$ cat config.mk
export PLATFORM = sky130hd
export DESIGN_NAME = playfair_digraph_cipher
export DESIGN_NICKNAME = d
export VERILOG_FILES = /design/src/sv/pf_pkg.sv /design/src/sv/playfair_digraph_cipher.sv /design/src/sv/pf_square.sv /design/src/sv/pf_pair_calc.sv
export SDC_FILE = /design/constraint.sdc
export NUM_CORES = 1
export LEC_CHECK = 0
export ABC_AREA = 1
export BUFFER_PORTS_ARGS = -buffer_cell sky130_fd_sc_hd__buf_2
export CORE_MARGIN = 1
export CORE_UTILIZATION = 37
export DETAILED_ROUTE_END_ITERATION = 16
export HOLD_SLACK_MARGIN = 0.06
export PLACE_DENSITY = 0.56
export SLEW_MARGIN = 10
export SYNTH_ARGS = -nofsm -noshare
export SYNTH_HDL_FRONTEND = slang
export SYNTH_HIERARCHICAL = 1
export SYNTH_SLANG_ARGS = --single-unit
$ cat constraint.sdc
create_clock -name clock -period 14.3 [get_ports clock]
set_clock_uncertainty 0.2 [all_clocks]
set_input_delay 1.43 -clock clock [delete_from_list [all_inputs] [get_ports clock]]
set_output_delay 1.43 -clock clock [all_outputs]
set_load 0.01 [all_outputs]
$ cat src/sv/pf_pkg.sv
// Shared types, constants and helper functions for the Playfair digraph cipher.
package pf_pkg;

   localparam int unsigned SQ_SIDE     = 5;
   localparam int unsigned SQ_CELLS    = 25;
   localparam int unsigned NUM_LETTERS = 26;

   typedef logic [4:0] letter_type;
   typedef logic [4:0] cell_type;
   typedef logic [2:0] coord_type;
   typedef logic [NUM_LETTERS-1:0] letter_set_type;

   localparam letter_type LTR_I   = 5'd8;
   localparam letter_type LTR_J   = 5'd9;
   localparam letter_type LTR_X   = 5'd23;
   localparam letter_type LTR_MAX = 5'd25;
   localparam cell_type   CELLS_FULL = 5'd25;
   localparam coord_type  COORD_MAX  = 3'd4;

   localparam letter_set_type USED_RESET = letter_set_type'(1) << LTR_J;

   typedef enum logic [2:0] {
      CMD_CLEAR   = 3'd0,
      CMD_KEY     = 3'd1,
      CMD_FINISH  = 3'd2,
      CMD_ENCRYPT = 3'd3,
      CMD_DECRYPT = 3'd4,
      CMD_END     = 3'd5
   } cmd_type;

   // Control of the key square store and the reverse letter store.
   typedef struct packed {
      logic       wr_en;
      cell_type   wr_cell;
      letter_type wr_letter;
      letter_type cell_rd_letter;
      cell_type   key_rd_cell;
   } mem_req_type;

   // Bring a cell number into range 0 to 24.
   function automatic cell_type cell_wrap(input cell_type cell_num);
      cell_wrap = (cell_num >= CELLS_FULL) ? 5'(cell_num - CELLS_FULL) : cell_num;
   endfunction

   function automatic coord_type cell_row(input cell_type cell_num);
      cell_type v;
      v = cell_wrap(cell_num);
      if (v >= 5'd20)      cell_row = 3'd4;
      else if (v >= 5'd15) cell_row = 3'd3;
      else if (v >= 5'd10) cell_row = 3'd2;
      else if (v >= 5'd5)  cell_row = 3'd1;
      else                 cell_row = 3'd0;
   endfunction

   function automatic coord_type cell_col(input cell_type cell_num);
      cell_type v;
      coord_type row;
      v = cell_wrap(cell_num);
      row = cell_row(cell_num);
      cell_col = 3'(v - {row, 2'b00} - {2'b00, row});
   endfunction

   function automatic cell_type cell_addr(input coord_type row, input coord_type col);
      cell_addr = {row, 2'b00} + {2'b00, row} + {2'b00, col};
   endfunction

   // One place along a row or column, wrapping round the square.
   function automatic coord_type coord_step(input coord_type v, input logic dec);
      if (dec) coord_step = (v == 3'd0) ? COORD_MAX : 3'(v - 3'd1);
      else     coord_step = (v == COORD_MAX) ? 3'd0 : 3'(v + 3'd1);
   endfunction

endpackage

$ cat src/sv/playfair_digraph_cipher.sv
// Top level of the Playfair digraph cipher: command sequencer, pairing state and result register.
//
// Usage. Commands arrive on the req_ channel (valid/ready); each transfer carries a command
// and a letter code A=0 to Z=25. Clear key, key letter and finish key build the 5x5 square;
// encrypt letter, decrypt letter and end message form letter pairs. Each completed pair
// gives two transfers on the rsp_ channel, the second marked by rsp_last.
// Timing. Clear, key letter and any command that completes no pair are done at their
// transfer. Finish key sweeps the alphabet one letter a cycle. A command that completes a
// pair steps through the lookup states: the single read port of the reverse store is used
// twice, the pair rules are applied once, and the single read port of the key square is
// used twice. The first letter of a pair is loaded after the second key read, and the
// second once the first is taken.
// The block takes one command at a time; req_ready is low while a command is at work.
// Stalls. If rsp_ready is held low the letter on display holds and the sequencer waits; once
// the second letter of a pair is loaded the block takes new commands even while it waits.
// Reset. Reset clears the used-letter set to J alone, the fill count and any waiting letter,
// and empties the result register. The square stores keep whatever they held.
module playfair_digraph_cipher (
   input  logic               clock,
   input  logic               reset,
   input  logic               req_valid,
   output logic               req_ready,
   input  logic [2:0]         req_command,
   input  pf_pkg::letter_type req_letter,
   output logic               rsp_valid,
   input  logic               rsp_ready,
   output pf_pkg::letter_type rsp_out_letter,
   output logic               rsp_last
);
   import pf_pkg::*;

   typedef enum logic [3:0] {
      ST_IDLE,
      ST_FILL,
      ST_LOOK_A,
      ST_LOOK_B,
      ST_CALC,
      ST_READ_1,
      ST_READ_2,
      ST_EMIT_1,
      ST_EMIT_2
   } state_type;

   state_type      state_ff;
   letter_set_type used_ff;
   cell_type       fill_ff;
   letter_type     sweep_ff;
   letter_type     held_ff;
   logic           held_valid_ff;
   logic           held_dec_ff;
   letter_type     pair_a_ff;
   letter_type     pair_b_ff;
   logic           pair_dec_ff;
   cell_type       cell_a_ff;
   cell_type       addr_a_ff;
   cell_type       addr_b_ff;
   letter_type     first_ff;
   logic           rsp_valid_ff;
   letter_type     rsp_letter_ff;
   logic           rsp_last_ff;

   mem_req_type    mem_req;
   cell_type       cell_rd_ff;
   letter_type     key_rd_ff;
   cell_type       addr_a_in;
   cell_type       addr_b_in;

   logic           accept;
   logic           letter_ok;
   letter_type     letter_norm;
   logic           rsp_free;
   logic           not_full;

   assign req_ready      = (state_ff == ST_IDLE);
   assign accept         = req_valid && req_ready;
   assign letter_ok      = (req_letter <= LTR_MAX);
   // J shares the cell of I throughout.
   assign letter_norm    = (req_letter == LTR_J) ? LTR_I : req_letter;
   assign rsp_free       = !rsp_valid_ff || rsp_ready;
   assign not_full       = (fill_ff < CELLS_FULL);
   assign rsp_valid      = rsp_valid_ff;
   assign rsp_out_letter = rsp_letter_ff;
   assign rsp_last       = rsp_last_ff;

   // Store control: key letters are written at transfer, the finish sweep takes one letter a
   // cycle and writes it if unused, and the read ports follow the pair lookup sequence.
   always_comb begin
      mem_req.wr_en          = 1'b0;
      mem_req.wr_cell        = fill_ff;
      mem_req.wr_letter      = letter_norm;
      mem_req.cell_rd_letter = (state_ff == ST_LOOK_B) ? pair_b_ff : pair_a_ff;
      mem_req.key_rd_cell    = (state_ff == ST_READ_1) ? addr_a_ff : addr_b_ff;
      case (state_ff)
         ST_IDLE: begin
            if (accept && (cmd_type'(req_command) == CMD_KEY) && letter_ok &&
                !used_ff[letter_norm] && not_full) begin
               mem_req.wr_en = 1'b1;
            end
         end
         ST_FILL: begin
            mem_req.wr_letter = sweep_ff;
            mem_req.wr_en     = !used_ff[sweep_ff] && not_full;
         end
         default: begin
         end
      endcase
   end

   pf_square u_square (
      .clock      (clock),
      .mem_req    (mem_req),
      .cell_rd_ff (cell_rd_ff),
      .key_rd_ff  (key_rd_ff)
   );

   pf_pair_calc u_pair_calc (
      .cell_a (cell_a_ff),
      .cell_b (cell_rd_ff),
      .dec    (pair_dec_ff),
      .addr_a (addr_a_in),
      .addr_b (addr_b_in)
   );

   always_ff @(posedge clock) begin
      if (reset) begin
         state_ff      <= ST_IDLE;
         used_ff       <= USED_RESET;
         fill_ff       <= '0;
         sweep_ff      <= '0;
         held_ff       <= '0;
         held_valid_ff <= 1'b0;
         held_dec_ff   <= 1'b0;
         rsp_valid_ff  <= 1'b0;
      end else begin
         // In the emit states a letter that is taken is replaced in the same cycle.
         if (rsp_valid_ff && rsp_ready && (state_ff != ST_EMIT_1) &&
             (state_ff != ST_EMIT_2)) begin
            rsp_valid_ff <= 1'b0;
         end
         if (mem_req.wr_en) begin
            used_ff[mem_req.wr_letter] <= 1'b1;
            fill_ff                    <= 5'(fill_ff + 5'd1);
         end
         case (state_ff)
            ST_IDLE: begin
               if (accept) begin
                  case (cmd_type'(req_command))
                     CMD_CLEAR: begin
                        used_ff       <= USED_RESET;
                        fill_ff       <= '0;
                        held_valid_ff <= 1'b0;
                        held_dec_ff   <= 1'b0;
                     end
                     CMD_FINISH: begin
                        sweep_ff <= '0;
                        state_ff <= ST_FILL;
                     end
                     CMD_ENCRYPT: begin
                        if (letter_ok) begin
                           if (!held_valid_ff || held_dec_ff) begin
                              held_ff       <= letter_norm;
                              held_valid_ff <= 1'b1;
                              held_dec_ff   <= 1'b0;
                           end else begin
                              // A doubled letter is padded with X and stays waiting.
                              pair_a_ff   <= held_ff;
                              pair_b_ff   <= (held_ff == letter_norm) ? LTR_X : letter_norm;
                              pair_dec_ff <= 1'b0;
                              state_ff    <= ST_LOOK_A;
                              if (held_ff != letter_norm) begin
                                 held_valid_ff <= 1'b0;
                              end
                           end
                        end
                     end
                     CMD_DECRYPT: begin
                        if (letter_ok) begin
                           if (held_valid_ff && held_dec_ff) begin
                              pair_a_ff     <= held_ff;
                              pair_b_ff     <= letter_norm;
                              pair_dec_ff   <= 1'b1;
                              state_ff      <= ST_LOOK_A;
                              held_valid_ff <= 1'b0;
                              held_dec_ff   <= 1'b0;
                           end else begin
                              // A waiting plaintext letter is flushed with X first.
                              if (held_valid_ff) begin
                                 pair_a_ff   <= held_ff;
                                 pair_b_ff   <= LTR_X;
                                 pair_dec_ff <= 1'b0;
                                 state_ff    <= ST_LOOK_A;
                              end
                              held_ff       <= letter_norm;
                              held_valid_ff <= 1'b1;
                              held_dec_ff   <= 1'b1;
                           end
                        end
                     end
                     CMD_END: begin
                        if (held_valid_ff && !held_dec_ff) begin
                           pair_a_ff   <= held_ff;
                           pair_b_ff   <= LTR_X;
                           pair_dec_ff <= 1'b0;
                           state_ff    <= ST_LOOK_A;
                        end
                        held_valid_ff <= 1'b0;
                        held_dec_ff   <= 1'b0;
                     end
                     default: begin
                     end
                  endcase
               end
            end
            ST_FILL: begin
               sweep_ff <= 5'(sweep_ff + 5'd1);
               if (sweep_ff == LTR_MAX) begin
                  state_ff <= ST_IDLE;
               end
            end
            ST_LOOK_A: begin
               state_ff <= ST_LOOK_B;
            end
            ST_LOOK_B: begin
               cell_a_ff <= cell_rd_ff;
               state_ff  <= ST_CALC;
            end
            ST_CALC: begin
               addr_a_ff <= addr_a_in;
               addr_b_ff <= addr_b_in;
               state_ff  <= ST_READ_1;
            end
            ST_READ_1: begin
               state_ff <= ST_READ_2;
            end
            ST_READ_2: begin
               first_ff <= key_rd_ff;
               state_ff <= ST_EMIT_1;
            end
            ST_EMIT_1: begin
               if (rsp_free) begin
                  rsp_valid_ff  <= 1'b1;
                  rsp_letter_ff <= first_ff;
                  rsp_last_ff   <= 1'b0;
                  state_ff      <= ST_EMIT_2;
               end
            end
            ST_EMIT_2: begin
               // The key port still holds the second letter of the pair.
               if (rsp_free) begin
                  rsp_valid_ff  <= 1'b1;
                  rsp_letter_ff <= key_rd_ff;
                  rsp_last_ff   <= 1'b1;
                  state_ff      <= ST_IDLE;
               end
            end
            default: begin
               state_ff <= ST_IDLE;
            end
         endcase
      end
   end

endmodule

$ cat src/sv/pf_square.sv
// Key square store and reverse letter-to-cell store, one write and one registered read each.
module pf_square (
   input  logic                clock,
   input  pf_pkg::mem_req_type mem_req,
   output pf_pkg::cell_type    cell_rd_ff,
   output pf_pkg::letter_type  key_rd_ff
);
   import pf_pkg::*;

   letter_type key_square_ff [SQ_CELLS];
   cell_type   letter_cell_ff [NUM_LETTERS];

   always_ff @(posedge clock) begin
      if (mem_req.wr_en) begin
         key_square_ff[mem_req.wr_cell]    <= mem_req.wr_letter;
         letter_cell_ff[mem_req.wr_letter] <= mem_req.wr_cell;
      end
      cell_rd_ff <= letter_cell_ff[mem_req.cell_rd_letter];
      key_rd_ff  <= key_square_ff[mem_req.key_rd_cell];
   end

endmodule

$ cat src/sv/pf_pair_calc.sv
// Applies the row, column and rectangle rules to two cells to give the two output cells.
module pf_pair_calc (
   input  pf_pkg::cell_type cell_a,
   input  pf_pkg::cell_type cell_b,
   input  logic             dec,
   output pf_pkg::cell_type addr_a,
   output pf_pkg::cell_type addr_b
);
   import pf_pkg::*;

   coord_type r1, c1, r2, c2;

   always_comb begin
      r1 = cell_row(cell_a);
      c1 = cell_col(cell_a);
      r2 = cell_row(cell_b);
      c2 = cell_col(cell_b);
      if (r1 == r2) begin
         addr_a = cell_addr(r1, coord_step(c1, dec));
         addr_b = cell_addr(r2, coord_step(c2, dec));
      end else if (c1 == c2) begin
         addr_a = cell_addr(coord_step(r1, dec), c1);
         addr_b = cell_addr(coord_step(r2, dec), c2);
      end else begin
         addr_a = cell_addr(r1, c2);
         addr_b = cell_addr(r2, c1);
      end
   end

endmodule

* Word level (Yosys, flattened, before mapping) *
Memories as Yosys holds them, arrays and structs flattened. A register that Yosys moved wholly into a read port is not among the register bits.
Cells that the tools add are included.

storage, ports and cells
  memory bits (writable) = 255
  output and inout port bits = 8
  memories kept = 2
  input port bits = 12
  register bits after elaboration = 85
  logic and storage cells = 263

cells by class
  eq/ne operators = 44
  reductions and logical operators = 42
  bitwise logic cells = 2
  add/sub/neg operators = 26
  order comparisons = 16
  muxes and demuxes = 114

memory list
  name                     depth  width  rd ports  clocked after Yosys merged registers in  write ports  line             text
  u_square.letter_cell_ff  26     5      1         1                                        1            pf_square.sv:11  cell_type letter_cell_ff [NUM_LETTERS];
  u_square.key_square_ff   25     5      1         1                                        1            pf_square.sv:10  letter_type key_square_ff [SQ_CELLS];

operators by type and width
  operator             number
  $mux 5               35
  $mux 26              4
  $mux 3               24
  $add 5x3->5          10
  $mux 4               10
  $pmux 4 s9           1
  $pmux 5 s2           3
  $pmux 5 s3           2
  $mux 1               26
  $or 26x26->26        1
  $ge 5x4->1 const B   4
  $ge 5x5->1 const B   4
  $eq 3x3->1 const B   6
  $lt 5x6->1 const B   3
  $ne 2x2->1 const B   9
  $ne 3x3->1 const B   6
  $eq 4x3->1 const B   4
  $pmux 4 s4           1
  $logic_not 3->1      5
  $add 3x1->3 const B  4
  $logic_and 1x1->1    12
  $reduce_and 6->1     2
  $sub 3x1->3 const B  4
  $sub 3x3->3          4
  other kinds (37)     60

* Longest topological paths before layout *
  word-level depth = 16
  gate-level depth with buffers = 35
  mapped depth without buffers = 35

* By module *
Netlist, hierarchy kept.

by module, submodules not included
  module                   area each (sq um)  times used  cells each
  pf_square                11015.6            1           1013
  playfair_digraph_cipher  4445.5             1           569
  pf_pair_calc             2244.7             1           343

* Worst setup path after synthesis *
Ideal clock, no wire load.

  path kind = register -> register
  start point = reg u_square.cell_rd_ff[1], read port of u_square.letter_cell_ff
  end point = reg addr_b_ff[4] (data pin)
  slack = 9810 ps
  stages on the path, launching flop included = 30
  setup time = 253 ps
  path buffers = 0
  data arrival time = 4037 ps
  path through = dfxtp_1 inv_1 ha_1 inv_1 nand3_2 nand2_2 nand2_2 nand2_4 nand2_1 nand2_1 nand2_2 nand2_4 nand2_4 inv_1 ha_1 inv_1 fa_1 inv_1 xor2_2 inv_1 nand3_1 nand2_4 fa_1 ha_1 a21o_1 a21oi_1 xor2_1 nand4_1 nand3_1 nand2_1

on the way
  word-level cells in the longest chain between the ends = 16
  elaborated cells between the ends (all ways) = 39
  classes of those cells = add/sub: 12; order compare: 5; eq/ne: 4; mux: 16; reduce/logical: 2

RTL lines
  element                                                              line                            text
  start: declaration                                                   pf_square.sv:5                  output pf_pkg::cell_type cell_rd_ff,
  $sub 5x5->5 / $ge 5x5->1 (equally long branches)                     pf_pkg.sv:42                    cell_wrap = (cell_num >= CELLS_FULL) ? 5'(cell_num - CELLS_FULL) : cell_num;
  $mux 5 (*)                                                           pf_pkg.sv:42
  parallel branches: the longest is 13 deep, another holds $ge 5x3->1  --
  $mux 5 (*)                                                           pf_pair_calc.sv:18              if (r1 == r2) begin
  via addr_b_in[4]                                                     playfair_digraph_cipher.sv:66   cell_type addr_b_in;
  end signal: assignment                                               playfair_digraph_cipher.sv:229  addr_b_ff <= addr_b_in;
  end: declaration                                                     playfair_digraph_cipher.sv:56   cell_type addr_b_ff;

Mark *: on every way through the listed nets, which the timed path passes. The select of a mux whose other input is x is not followed.
A chain may end at the register's enable or synchronous reset.

* Worst setup path in the final report *
Ends and elaborated chain as after synthesis.

==> flow_summary.ini <==
[power_and_ir_drop]
power_report.internal_total_mw = 2.141
reported_leakage_power_nw = 8.025
pwr-share-seq_pct = 37.7
combPwrFrac_pct = 30.8
worst_ir_drop_vdd_mv = 0.09782
switching_share_pct = 33.66
power_density_nw_per_um2 = 164.2
power.switching_mw = 1.086
clkPwrFrac_pct = 31.5
totalPowerFinal_mw = 3.227

[timing]
report.final.setup_viol = 0
fin_ws_ns = 9.308
relSlewSlack_pct = 27.11
final_critical_path_time_including_i_o_delays_and_setup_ns = 4.992
drv_slew = 0
final.setup.tns_ns = 0
worst_slew_pin_slew_ns = 1.092
final-hold-violation-count = 0
layout_worst_path_cycle_share_pct = 34.91
rsz0062_at_grt = no
fmax_mhz = 200.3

[run]
cap_violations = 0

[worst_setup_path]
timing.setup.critical_path_class = register to register
rrSetupSlack_ns = 9.31
worst_r2r_startpoint = u_square/cell_rd_ff[1]$_DFF_P_
worst_setup_path_endpoint = addr_b_ff[4]$_DFFE_PP_
crit_top_cell = inv_1
timing.critical_path.fanout_max = 6
worst_r2r_endpoint = addr_b_ff[4]$_DFFE_PP_
worst_setup_path_start_kind = register
reg2reg_depth = 29
critical_path.max_stage_delay_ns = 0.54
number_of_logic_stages_on_the_critical_path_including_buffering = 29
cp_top_family = adder cells
arrival_worst_endpoint_ns = 5.10
critical_path.endpoint_type = register
worstSetupStartpoint = u_square/cell_rd_ff[1]$_DFF_P_
cp.buffers_inverters = 6
slowest_stage_cell_on_the_critical_path = fa_1
critPathRequiredTime_ns = 14.40

[cells_and_area]
area_delta_synth_final_pct = 10.97
final_nets = 2000
final_layout_size_suffix_gt1_share_pct = 9.909
multiInputGateArea_um2 = 6589
antenna_cells = 0
nFillCells = 4622
register_area_um2 = 9930
final_core_util_pct = 41.94

[clock_network]
clock_tree_from_tritoncts = yes
post_cts.resized_instances = 0
insertion_delay_ns = 0.56
cts.clk_slew.worst_paths_ns = 0.06
numCtsBuffers = 41
clockBufferDepth = 3
cts.hold.buffers_added = 0
number_of_levels_the_h_tree_was_split_into = 2
postCtsSetupRepairBufs = 0
clock_tree_root_buffer_cell = clkbuf_16
cts_num_sinks = 350

[detailed_routing]
avgRoutedWirePerCell_um = 16.56
finalWirelength_mm = 42.64
wl_met1_mm = 19.68
detail_route.iter0.violations = 889
maxUsedRoutingLayer = met4
antenna_violating_nets_post_route = 0
avgViaCountPerCell = 5.051
firstDrtPassIters = 5
dr_total_vias = 13007
wl_met2_mm = 20.00
wl_met3_mm = 1.882
post-route-drc-count = 0

[place]
detailed_place_hpwl_mm = 28.08
dp_slack_ns = 9.269
port_buffers = 19
gp_congestion = 0.8674

[die]
initial_utilization_pct = 37.79
fp.dieArea_um2 = 48730
fp.dieH_um = 220.8
io-pin-count = 20
core_um2 = 46850
number_of_core_rows = 79
floorplan.die.width_um = 220.8

[logic_synthesis]
synthDistinctLibCells = 56
ys.flop_type = edfxtp_1
synth.net_count = 1988
synthesis.area_um2 = 17710
synth_async_sr_flop_share_pct = 0
ys_ff_latch = 350
synth_cells = 1925
synth_enable_flop_cells = 292
yosysWarnings = 6
synth_seq_area_share_pct = 56.08
postSynthAreaPerCell_um2 = 9.198

[min_path]
worst_hold_path.num_cells = 0
class_of_the_tightest_hold_or_removal_check = register to register

[global_routing]
grt_pass1_wl_mm = 68.52
grt_usage_pct = 18.17
grt_overflow_total = 0
vias_in_the_first_global_route = 12842
grt_start_max_net_pins = 67
antenna_found_initial = 0

[outcome]
status = completed
through the flow:
step,hold WS [ns],area [µm²],cells
final,0.2325,19650,2575
after CTS,0.2398,19650,2575
after floorplan,0.2086,17710,1925
after detailed placement,0.2340,18340,2501
after global routing,0.2472,19650,2575
after global placement,0.2269,18340,2501
worst reg2reg max path, delay by kind of cell (launching register included):
kind                     cells  cell delay [ns]
XOR/XNOR                     2             0.34
flip-flops                   1             0.38
buffers and inverters        6             0.56
AND/OR/NAND/NOR             14             1.38
AO/OA/AOI/OAI                2             0.30
adder cells (fa/ha/maj)      5             1.57
cell type report:
class | count | area share (%)
clock buffers | 65 | 6.158
clock inverters | 9 | 0.5222
inverters | 218 | 4.209
multi-input cells | 1289 | 33.53
flip-flops and latches | 350 | 50.54
well taps | 607 | 3.866
repair buffers | 37 | 1.172
power groups by stage:
stage	sequential (mW)	combinational, mW	clock (mW)
floorplan	1.23	0.758	0
global placement	1.24	0.981	0
detailed placement	1.24	0.994	0
CTS	1.22	1.00	1.04
global route	1.22	1.13	1.08
finish	1.22	0.994	1.02
worst min-delay path by stage:
stage,start,endpoint
2_1_floorplan,u_square/key_rd_ff[0]$_DFF_P_,first_ff[0]$_DFFE_PP_
3_3_place_gp,u_square/key_rd_ff[4]$_DFF_P_,first_ff[4]$_DFFE_PP_
3_5_place_dp,u_square/key_rd_ff[2]$_DFF_P_,first_ff[2]$_DFFE_PP_
4_1_cts,u_square/key_rd_ff[4]$_DFF_P_,first_ff[4]$_DFFE_PP_
5_1_grt,u_square/key_rd_ff[0]$_DFF_P_,first_ff[0]$_DFFE_PP_
6_report,u_square/key_rd_ff[4]$_DFF_P_,first_ff[4]$_DFFE_PP_
cell usage after synthesis (3+ instances only):
cell type | n | area (µm²)
a21oi_2 | 18 | 157.7
clkinv_1 | 5 | 18.77
nand2_4 | 10 | 112.6
or2_2 | 6 | 37.54
nand2_1 | 555 | 2083
buf_6 | 8 | 90.09
nand3_4 | 3 | 52.55
nor3_1 | 11 | 55.05
a21o_1 | 4 | 30.03
xnor2_1 | 12 | 105.1
dfxtp_1 | 58 | 1161
nand2_2 | 33 | 206.5
nand4_1 | 13 | 81.33
inv_1 | 203 | 762.0
fa_1 | 10 | 200.2
mux2_2 | 5 | 56.30
o21ai_0 | 38 | 190.2
nor2_4 | 3 | 33.78
nand3_2 | 3 | 30.03
xor2_1 | 11 | 96.34
nand3b_1 | 4 | 30.03
a31oi_1 | 4 | 25.02
nor2_2 | 4 | 25.02
buf_1 | 6 | 22.52
buf_4 | 3 | 22.52
inv_2 | 7 | 26.28
nor2_1 | 142 | 533.0
o21ai_1 | 5 | 25.02
nor4_1 | 5 | 31.28
buf_2 | 29 | 145.1
edfxtp_1 | 292 | 8768
a21oi_1 | 47 | 235.2
ha_1 | 41 | 513.0
nand3_1 | 275 | 1376
clkbuf_1 | 19 | 71.32
o211ai_1 | 8 | 60.06
kinds of logic (layout without fill, tap and decap cells):
| family | count (synthesis) | count (layout) | share of synthesized area, % |
|---|---|---|---|
| buffers and inverters | 286 | 329 | 6.855 |
| AO/OA/AOI/OAI | 138 | 138 | 4.862 |
| multiplexers | 5 | 5 | 0.3180 |
| adder cells (fa/ha/maj) | 51 | 51 | 4.028 |
| XOR/XNOR | 24 | 24 | 1.230 |
| AND/OR/NAND/NOR | 1071 | 1071 | 26.63 |
| flip-flops | 350 | 350 | 56.08 |
cells in the final DEF, fill, tap and decap left out, types with 34 or more instances in the layout:
| cell type | synthesis | final |
|---|---|---|
| a21oi_1 | 47 | 47 |
| clkbuf_16 | 0 | 44 |
| dfxtp_1 | 58 | 58 |
| edfxtp_1 | 292 | 292 |
| ha_1 | 41 | 41 |
| inv_1 | 203 | 203 |
| nand2_1 | 555 | 554 |
| nand2_2 | 33 | 34 |
| nand3_1 | 275 | 275 |
| nor2_1 | 142 | 142 |
| o21ai_0 | 38 | 38 |
layer usage:
metal  vias to the layer above  global-route usage [%]
met5                         -                       0
met4                         0                   6.279
met3                        62                   2.241
met2                       292                   29.47
met1                      6232                   25.05
li1                       6421                       -
registers in the layout, indices dropped and copies added (netlist names):
register / count
u_square/letter_cell_ff: 130
u_square/key_square_ff: 125
used_ff: 26
addr_a_ff: 5
addr_b_ff: 5
cell_a_ff: 5
fill_ff: 5
first_ff: 5
held_ff: 5
pair_a_ff: 5
pair_b_ff: 5
rsp_out_letter: 5
sweep_ff: 5
u_square/cell_rd_ff: 5
u_square/key_rd_ff: 5
state_ff: 4
held_dec_ff: 1
held_valid_ff: 1
pair_dec_ff: 1
rsp_last: 1
rsp_valid: 1
(Power assumes the default switching activity.)
